$ cat config.mk
export PLATFORM = sky130hd
export DESIGN_NAME = fvws_step_mod
export DESIGN_NICKNAME = d
export VERILOG_FILES = /design/src/hw/rtl/fvws_pkg.sv /design/src/hw/rtl/fvws_step_mod.sv
export SDC_FILE = /design/constraint.sdc
export NUM_CORES = 1
export LEC_CHECK = 0
export BUFFER_PORTS_ARGS = -buffer_cell sky130_fd_sc_hd__buf_2
export CAP_MARGIN = 15
export CORE_MARGIN = 8
export CORE_UTILIZATION = 52
export DETAILED_ROUTE_END_ITERATION = 10
export GPL_ROUTABILITY_DRIVEN = 0
export GPL_TIMING_DRIVEN = 1
export PLACE_DENSITY_LB_ADDON = 0.2
export SETUP_SLACK_MARGIN = 0.2
export SLEW_MARGIN = 40
export SYNTH_ARGS = -nofsm -noshare
export SYNTH_HDL_FRONTEND = slang
export SYNTH_SLANG_ARGS = --single-unit
$ cat constraint.sdc
create_clock -name clk -period 2.8 [get_ports clk]
set_input_delay 0.28 -clock clk [delete_from_list [all_inputs] [get_ports clk]]
set_output_delay 0.28 -clock clk [all_outputs]
set_load 0.005 [all_outputs]
$ cat src/hw/rtl/fvws_pkg.sv
// ----------------------------------------------------------------------------
// fvws_pkg
// Shared widths, constants and types of the four-voice wavetable synth.
// ----------------------------------------------------------------------------
package fvws_pkg;

  // voice count and register file geometry
  localparam int NUM_VOICES = 4;
  localparam int VOICE_W    = 2;
  localparam int ADDR_W     = 4;
  localparam int DATA_W     = 32;

  // 10.16 step format, raw register width
  localparam int STEP_W = 26;
  localparam int FRAC_W = 16;

  // sample widths
  localparam int VOL_W    = 12;
  localparam int SAMPLE_W = 12;
  localparam int ROM_W    = 16;

  // mix and scale widths: four Q15 terms, then times a 12-bit volume
  localparam int MIX_W   = ROM_W + 2;
  localparam int PROD_W  = MIX_W + VOL_W + 1;
  localparam int SCALE_W = PROD_W - FRAC_W;

  // output mapping
  localparam logic [VOL_W-1:0]    VOL_RESET = 12'd2048;
  localparam logic [SCALE_W:0]    DAC_MID   = 16'sd2048;
  localparam logic [SCALE_W:0]    DAC_MAX   = 16'sd4095;
  localparam logic [SAMPLE_W-1:0] DAC_TOP   = 12'd4095;
  localparam logic [SAMPLE_W-1:0] DAC_ZERO  = 12'd0;
  localparam int                  SINE_PEAK = 32767;

  // step reduction result handed from the modulo unit to the step registers
  typedef struct packed {
    logic               valid;
    logic [VOICE_W-1:0] voice;
  } step_upd_t;

endpackage

$ cat src/hw/rtl/fvws_step_mod.sv
// ----------------------------------------------------------------------------
// fvws_step_mod
// Reduces a written step modulo TABLE_SIZE<<16: reciprocal multiply for the
// quotient, then one multiply-subtract and one correction.
// ----------------------------------------------------------------------------
module fvws_step_mod
  import fvws_pkg::*;
#(
  parameter int TABLE_SIZE = 1000
) (
  input  logic                                 clk,
  input  logic                                 rst,
  input  logic                                 wr,
  input  logic [VOICE_W-1:0]                   wr_voice,
  input  logic [STEP_W-1:0]                    wr_step,
  output step_upd_t                            upd,
  output logic [$clog2(TABLE_SIZE)+FRAC_W-1:0] red_step,
  output logic                                 busy
);

  localparam int IW       = $clog2(TABLE_SIZE);
  localparam int XW       = STEP_W - FRAC_W;
  localparam int RECIP_SH = 20;
  localparam int MW       = RECIP_SH + 1;
  localparam int QPW      = XW + MW;
  localparam int TPW      = XW + IW + 1;
  localparam int RW       = ((IW > XW) ? IW : XW) + 1;
  localparam logic [MW-1:0] RECIP = MW'((1 << RECIP_SH) / TABLE_SIZE);

  logic               a_valid, b_valid;
  logic [VOICE_W-1:0] a_voice, b_voice;
  logic [XW-1:0]      a_x, b_x, b_q;
  logic [FRAC_W-1:0]  a_frac, b_frac;
  logic [QPW-1:0]     qprod;
  logic [TPW-1:0]     tprod;
  logic [XW-1:0]      rem;
  logic [RW-1:0]      rem_w, rem_fix;

  // control
  always_ff @(posedge clk) begin
    if (rst) begin
      a_valid <= 1'b0;
      b_valid <= 1'b0;
    end else begin
      a_valid <= wr;
      b_valid <= a_valid;
    end
  end

  // estimated quotient, at most one low
  assign qprod = QPW'(a_x) * QPW'(RECIP);

  always_ff @(posedge clk) begin
    if (wr) begin
      a_voice <= wr_voice;
      a_x     <= wr_step[STEP_W-1:FRAC_W];
      a_frac  <= wr_step[FRAC_W-1:0];
    end
    b_voice <= a_voice;
    b_x     <= a_x;
    b_frac  <= a_frac;
    b_q     <= qprod[RECIP_SH +: XW];
  end

  // remainder below twice the table size, one subtract to fix
  assign tprod   = TPW'(b_q) * TPW'(TABLE_SIZE);
  assign rem     = b_x - tprod[XW-1:0];
  assign rem_w   = RW'(rem);
  assign rem_fix = (rem_w >= RW'(TABLE_SIZE)) ? (rem_w - RW'(TABLE_SIZE)) : rem_w;

  assign upd.valid = b_valid;
  assign upd.voice = b_voice;
  assign red_step  = {rem_fix[IW-1:0], b_frac};
  assign busy      = a_valid | b_valid;

endmodule

Word level (Yosys, flattened, before mapping). Cells that the tools add are included.

Register bits after elaboration: 59. Latch bits: 0. Memory bits (writable): 0. Bits in read-only memories: 0. Output and inout bits: 30. Memories kept: 0.

$add $sub $neg: 2. Multiply operators: 2. Div/mod/pow operators: 0. Order comparisons: 1. Equal/unequal tests: 0. Shift operators: 0. Muxes and demuxes: 1. Bitwise gates (word level): 1. Reduce and logical (&&, ||, !) cells: 0.

Operators with widths (count): $mul A10 B8 Y18 const B (1); $ge A10 B10 Y1 const B (1); $mux W10 (1); $sub A10 B10 Y10 (1); $sub A10 B10 Y10 const B (1); $mul A1 B7 Y7 const B (1); $or A1 B1 Y1 (1).

Depth between registers and ports, before layout. Gate-level depths: netlist of the first run.

Depth after elaboration: 4. Depth in mapped cells: 11.

Least setup slack after synthesis of the first run. Ideal clock, no wire load.

Path type: reg-to-reg. From: reg a_x[8]. To: reg b_q[0]. Setup time: 115 ps. Arrival: 2251 ps. Data required time: 2685 ps. Setup slack: 433 ps. Cell stages (with the launch flop): 10. Buffers on the path: 0. Cell sequence: edfxtp_1 -> ha_1 -> ha_1 -> fa_1 -> ha_1 -> a21oi_1 -> nor2b_1 -> o21ai_0 -> o311ai_0 -> and3_1.

Longest elaborated chain between the ends: 1.

RTL lines: start, declared (RTL line fvws_step_mod.sv:32) `logic [XW-1:0] a_x, b_x, b_q;`; start signal, assigned (RTL line fvws_step_mod.sv:56) `a_x <= wr_step[STEP_W-1:FRAC_W];`; $mul A10 B8 Y18 (RTL line fvws_step_mod.sv:51) `assign qprod = QPW'(a_x) * QPW'(RECIP);`; net qprod[20] (RTL line fvws_step_mod.sv:34) `logic [QPW-1:0] qprod;`; end signal, assigned (RTL line fvws_step_mod.sv:62) `b_q <= qprod[RECIP_SH +: XW];`; end, declared (RTL line fvws_step_mod.sv:32).

The timed path passes the listed nets, and every way through them passes these cells. A chain may end at the register's enable or synchronous reset.

Final worst setup path of the first run.
From: reg b_q[0]. To: out red_step[20].

Longest elaborated chain between the ends: 4.

RTL lines: $mul A1 B7 Y7 (*) (RTL line fvws_step_mod.sv:66) `assign tprod = TPW'(b_q) * TPW'(TABLE_SIZE);`; $sub A10 B10 Y10 (*) (RTL line fvws_step_mod.sv:67) `assign rem = b_x - tprod[XW-1:0];`; $sub A10 B10 Y10 / $ge A10 B10 Y1 (equally long branches) (RTL line fvws_step_mod.sv:69) `assign rem_fix = (rem_w >= RW'(TABLE_SIZE)) ? (rem_w - RW'(TABLE_SIZE)) : rem_w;`; $mux W10 (*) (RTL line fvws_step_mod.sv:69); end, declared (RTL line fvws_step_mod.sv:17) `output logic [$clog2(TABLE_SIZE)+FRAC_W-1:0] red_step,`.

Every way passes the cells marked *; elsewhere a longest branch is shown, timed or not.

==> impl_metrics.py, run 1 <==
metrics = {
    "outcome": {
        "status": "complete, no violations",
    },
    "clock_network": {
        "clock_latency_ns": 0.33,
        "clock_path_buffers": 2,
        "cts_made_buffers": 9,
        "clkTransAtPathRegs_ns": 0.06,
        "cts_tree": "built",
        "cts_sinks": 59,
        "htree_levels": 3,
        "ctsHoldBuffers": 0,
        "ctsRootBufferMaster": "clkbuf_8",
    },
    "synth": {
        "ys_seq_area_share_pct": 61.2,
        "synthMuxAreaShare_pct": 0.419,
        "syn_area_per_cell_um2": 14.8,
        "ys_types": 37,
        "async_flop_share_pct": 0,
        "synthFlopType": "dfxtp_1",
        "syn_nets": 229,
        "synth_fa_ha_area_share_pct": 20.3,
        "synth_xor_area_share_pct": 2.20,
        "synth_edf_count": 28,
        "synth_cells": 161,
        "synth.cell_area_um2": 2390,
        "synth_top_family_by_area": "adder cells",
        "synth-compound-area-share_pct": 7.75,
        "synth-seq-cells": 59,
        "yosysWarnings": 0,
        "synthSimpleGateAreaFrac_pct": 5.34,
    },
    "die": {
        "initial_core_util_pct": 54.5,
        "die_h_um": 83.8,
        "die-area_um2": 7020,
        "die-width_um": 83.8,
        "num_rows": 24,
        "pin_count": 61,
        "core_area_um2": 4380,
    },
    "setup_path": {
        "r2r-start": "a_x[8]$_DFFE_PP_",
        "reg2reg_depth": 11,
        "crit_required_ns": 2.52,
        "critPathKind": "reg -> out",
        "startpoint_type": "register",
        "regToRegEndpoint": "b_q[0]$_DFF_P_",
        "worstPathArrival_ns": 2.35,
        "worstSetupEndpointType": "primary output",
        "worstPathMaxFanout": 6,
        "reg2reg_slack_ns": 0.34,
    },
    "pwr": {
        "p_total_mw": 2.27,
        "p_leak_nw": 1.42,
        "power_density_nw_per_um2": 711,
        "vdd_ir_drop_max_v": 0.000524,
    },
    "sta": {
        "drv_slew": 0,
        "tns_ns": 0,
        "tightest_slew_ns": 0.635,
        "rsz0062_at_grt": "true",
        "relSlewSlack_pct": 57.7,
        "finClkSkew_ns": 0.00983,
        "timing.fmax_mhz": 380,
        "period_share_pct": 93.9,
        "hold_viol": 0,
        "fin_crit_ns": 2.63,
        "setup_viol": 0,
    },
    "cells_and_area": {
        "layout.nets": 304,
        "final_cell_mix": "buf_2, dfxtp_1, edfxtp_1, ha_1, clkbuf_8",
        "final_common_cell": "buf_2",
        "area_growth_pct": 33.6,
        "fin_cells": 293,
        "antenna_cells": 0,
        "fillCellCount": 295,
        "drive_above_1_share_pct": 44.8,
    },
    "global_route": {
        "use_met2_pct": 26.1,
        "grt_first_pass_wirelength_um": 8070,
        "grtUsageTotal_pct": 14.5,
        "first_global_vias": 1752,
        "busiest_layer": "met2",
        "grt_overflow": 0,
        "grtUsageMet3_pct": 6.45,
        "antenna_found_initial": 0,
        "grt_max_degree": 30,
        "grt_use_met1_pct": 13.0,
    },
    "detailed_routing": {
        "first_iter_violations": 74,
        "ant_nets": 0,
        "wl_um": 4840,
        "drt-pass1-iter-count": 4,
        "vias": 1528,
        "vias_per_cell": 5.22,
        "drc_errors": 0,
        "wl_per_cell_um": 16.5,
    },
    "worst_hold_path": {
        "min_from": "wr_voice[1]",
        "min_delay_path_depth": 1,
        "hold-path-endpoint": "a_voice[1]$_DFFE_PP_",
        "hold_class": "in -> reg",
    },
    "job": {
        "drv_cap": 0,
    },
    "placed_design": {
        "dp.cells": 269,
        "portBuffers": 60,
        "dp_hpwl_um": 3430,
    },
}
layout make-up:
cell class,count,area [um^2],area share [%]
clock buffers,12,155,4.86
clock inverters,4,73.8,2.31
inverters,10,42.5,1.33
multi-input cells,88,1030,32.3
flip-flops and latches,59,1470,45.9
well taps,52,65.1,2.04
repair buffers,68,360,11.3
state kept, by name (all words and copies together) (netlist names):
signal   flops
a_frac      16
b_frac      16
a_x         10
b_x         10
a_voice      2
b_voice      2
a_valid      1
b_q          1
b_valid      1
metrics by stage:
step	setup WS (ns)	hold slack [ns]	utilization [%]	cell area, um^2
detailed placement	0.195	0.329	62.2	2730
global route	0.0699	0.107	72.8	3190
floorplan	0.433	0.323	-	2390
global placement	0.277	0.324	62.2	2730
finish	0.172	0.123	72.8	3190
CTS	0.153	0.103	71.4	3130
power breakdown:
group	switching, mW	internal (mW)
logic	0.196	0.202
registers	0.0304	0.974
clock network	0.318	0.550
total	0.544	1.73
metal layers:
metal / routed length [um] / vias up
met5: 0 / -
met4: 109 / 0
met3: 399 / 13
met2: 2600 / 49
met1: 1730 / 729
li1: - / 737
cell usage after synthesis (3+ instances only):
cell type	number	area share, %
ha_1	34	18
dfxtp_1	31	26
edfxtp_1	28	35
inv_1	10	1.6
a21oi_1	5	1.0
xor2_1	5	1.8
buf_4	4	1.3
nor2b_1	4	1.0
fa_1	3	2.5
nor2_1	3	0.47
worst max-delay path, stage by stage, from the launching register on:
cell and delay, ns:
dfxtp_4 0.39, inv_6 0.05, ha_4 0.24, nor2b_4 0.13, o31ai_4 0.23, xor2_2 0.15, a2111oi_4 0.28, buf_4 0.20
nand3_4 0.07, mux2i_1 0.14, buf_2 0.13
what timing repair did:
item | in CTS | in global routing
resized for setup | 23 | 10
setup endpoints to repair | 8 | 8
pin swaps | 7 | 4
setup buffers | 8 | 0
hold endpoints to repair | 0 | 0
worst max-delay path by stage:
stage | endpoint | slack (ns) | depth (start not counted) | start
floorplan | b_q[0]$_DFF_P_ | 0.43 | 9 | a_x[8]$_DFFE_PP_
CTS | red_step[20] | 0.15 | 10 | b_q[0]$_DFF_P_
global route | red_step[20] | 0.07 | 10 | b_q[0]$_DFF_P_
global placement | red_step[19] | 0.28 | 9 | b_q[0]$_DFF_P_
detailed placement | b_q[0]$_DFF_P_ | 0.20 | 9 | a_x[8]$_DFFE_PP_
finish | red_step[20] | 0.17 | 10 | b_q[0]$_DFF_P_
cell families (layout without fill, tap and decap cells):
family	after synthesis	count (layout)
muxes	1	1
and+or+nand+nor	21	21
adders and majority gates	37	37
DFF	59	59
AOI/OAI and AO/OA	23	23
buffers and inverters	14	94
xor gates and xnor gates	6	6
Note: power is estimated with default switching activity, not from simulation.
==> run 2, diff against run 1 <==
- CORE_UTILIZATION: 52 -> 50
==> impl_metrics.py, run 2 (synthesized netlist as in run 1, its figures left out) <==
metrics = {
    "outcome": {
        "status": "complete, no violations",
    },
    "die": {
        "die_h_um": 85.1,
        "core_area_um2": 4660,
        "die-area_um2": 7250,
        "num_rows": 25,
        "pin_count": 61,
        "die-width_um": 85.1,
        "initial_core_util_pct": 51.3,
    },
    "clock_network": {
        "clock_latency_ns": 0.33,
        "clkTransAtPathRegs_ns": 0.06,
        "clock_path_buffers": 2,
        "htree_levels": 3,
        "ctsRootBufferMaster": "clkbuf_8",
        "ctsHoldBuffers": 0,
        "cts_made_buffers": 9,
        "cts_sinks": 59,
        "cts_tree": "built",
    },
    "setup_path": {
        "critPathKind": "reg -> out",
        "startpoint_type": "register",
        "worstPathMaxFanout": 5,
        "reg2reg_depth": 9,
        "cpPeakStageDelay_ns": 0.36,
        "cp-startpoint": "b_q[0]$_DFF_P_",
        "r2r-start": "a_x[8]$_DFFE_PP_",
        "cp-endpoint": "red_step[22]",
        "worstSetupEndpointType": "primary output",
        "regToRegEndpoint": "b_q[0]$_DFF_P_",
        "reg2reg_slack_ns": 0.26,
        "crit_chain": "inv_4 > ha_4 > buf_6 > nand4b_1 > o21a_1 > o21a_1 > a2111oi_4 > buf_4 > buf_6 > a31oi_1 > buf_2",
        "slowest_stage": "dfxtp_4",
        "crit_required_ns": 2.52,
        "worstPathArrival_ns": 2.41,
    },
    "pwr": {
        "switchingPower_mw": 0.546,
        "vdd_ir_drop_max_v": 0.000629,
        "p_total_mw": 2.21,
        "power_density_nw_per_um2": 698,
        "p_comb_share_pct": 17.9,
        "p_leak_nw": 1.42,
        "p_int_mw": 1.66,
        "power.clock.fraction_pct": 36.6,
        "swShare_pct": 24.7,
        "power_frac_seq_pct": 45.4,
    },
    "detailed_routing": {
        "ant_nets": 0,
        "drt-pass1-iter-count": 4,
        "first_iter_violations": 36,
        "wl_um": 4970,
        "drc_errors": 0,
        "wl_per_cell_um": 16.9,
        "vias": 1537,
        "vias_per_cell": 5.21,
    },
    "cells_and_area": {
        "antenna_cells": 0,
        "fillCellCount": 344,
        "top_regs": "a_frac (16), b_frac (16)",
        "drive_above_1_share_pct": 45.2,
        "area_growth_pct": 32.6,
        "final_cell_mix": "buf_2, dfxtp_1, edfxtp_1, ha_1, clkbuf_8",
        "layout.nets": 304,
        "final_common_cell": "buf_2",
    },
    "worst_hold_path": {
        "hold_class": "in -> reg",
    },
    "placed_design": {
        "portBuffers": 60,
        "dp_slack_ns": 0.178,
        "dp_hpwl_um": 3590,
    },
    "sta": {
        "rsz0062_at_grt": "true",
        "timing.fmax_mhz": 372,
        "relSlewSlack_pct": 58.3,
        "hold_viol": 0,
        "drv_slew": 0,
        "tightest_slew_ns": 0.625,
        "finClkSkew_ns": 0.00285,
        "setup_viol": 0,
        "fin_ws_ns": 0.109,
        "period_share_pct": 96.1,
        "fin_crit_ns": 2.69,
    },
    "global_route": {
        "grt_overflow": 0,
        "grtUsageTotal_pct": 14.5,
        "grt_first_pass_wirelength_um": 8040,
        "grt_max_degree": 30,
        "antenna_found_initial": 0,
        "first_global_vias": 1765,
    },
    "job": {
        "drv_cap": 0,
    },
}
==> run 2: changes by cell type in the layout (fill, tap and decap cells not counted), sizes merged <==
cell	delta
bufinv	-1
clkbuf	+1
==> run 2: timing repair <==
action                     in CTS  in global routing
gates resized for setup        24                 10
pin swaps                       8                  6
setup buffers                   5                  3
setup endpoints to repair       8                  8
==> run 2: worst min-delay path by stage <==
stage                    startpoint              endpoint  cells after the start
6_report                        rst    a_valid$_SDFF_PP0_                      2
3_3_place_gp   a_frac[11]$_DFFE_PP_    b_frac[11]$_DFF_P_                      0
3_5_place_dp   a_voice[1]$_DFFE_PP_    b_voice[1]$_DFF_P_                      0
5_1_grt                 wr_step[11]  a_frac[11]$_DFFE_PP_                      1
2_1_floorplan   a_frac[0]$_DFFE_PP_     b_frac[0]$_DFF_P_                      0
4_1_cts                         rst    b_valid$_SDFF_PP0_                      2
==> run 2: final cells by class <==
type	count	area (um^2)	area share, %
Inverter	10	40.0	1.26
Multi-Input combinational cell	88	1010	32.0
Sequential cell	59	1470	46.2
Tap cell	54	67.6	2.13
Timing Repair Buffer	68	368	11.6
Clock buffer	13	170	5.37
Clock inverter	3	43.8	1.38
==> run 2: metrics by stage <==
| step | std cells | TNS, ns | hold slack, ns | util, % | instance area, um^2 |
|---|---|---|---|---|---|
| after floorplan | 161 | 0 | 0.323 | - | 2390 |
| after global placement | 271 | 0 | 0.323 | 58.5 | 2730 |
| after detailed placement | 271 | 0 | 0.328 | 58.5 | 2730 |
| after CTS | 292 | 0 | 0.100 | 66.5 | 3100 |
| after global routing | 295 | -0.142 | 0.0913 | 68.0 | 3170 |
| final | 295 | 0 | 0.119 | 68.0 | 3170 |
==> run 2: power by group through the flow <==
stage                     clock network (mW)  registers, mW  logic (mW)
after global placement                     0           1.02       0.303
after global routing                   0.862           1.01       0.449
after detailed placement                   0           1.02       0.325
after floorplan                            0           1.01       0.201
after CTS                              0.827           1.00       0.368
final                                  0.810           1.00       0.397
==> run 2: worst max-delay path: cells and delay by family (launching register included) <==
family / cells / cell delay [ns]
compound gates: 4 / 0.71
fa+ha+maj: 1 / 0.27
buf+inv: 5 / 0.61
simple gates: 1 / 0.11
flops: 1 / 0.36
==> run 2: metal layers <==
layer	track usage, %	vias to the layer above	part of all wire (%)
met5	0	-	0
met4	5.18	0	1.5
met3	9.56	10	9.5
met2	25.6	55	54
met1	12.8	730	35
li1	-	742	-
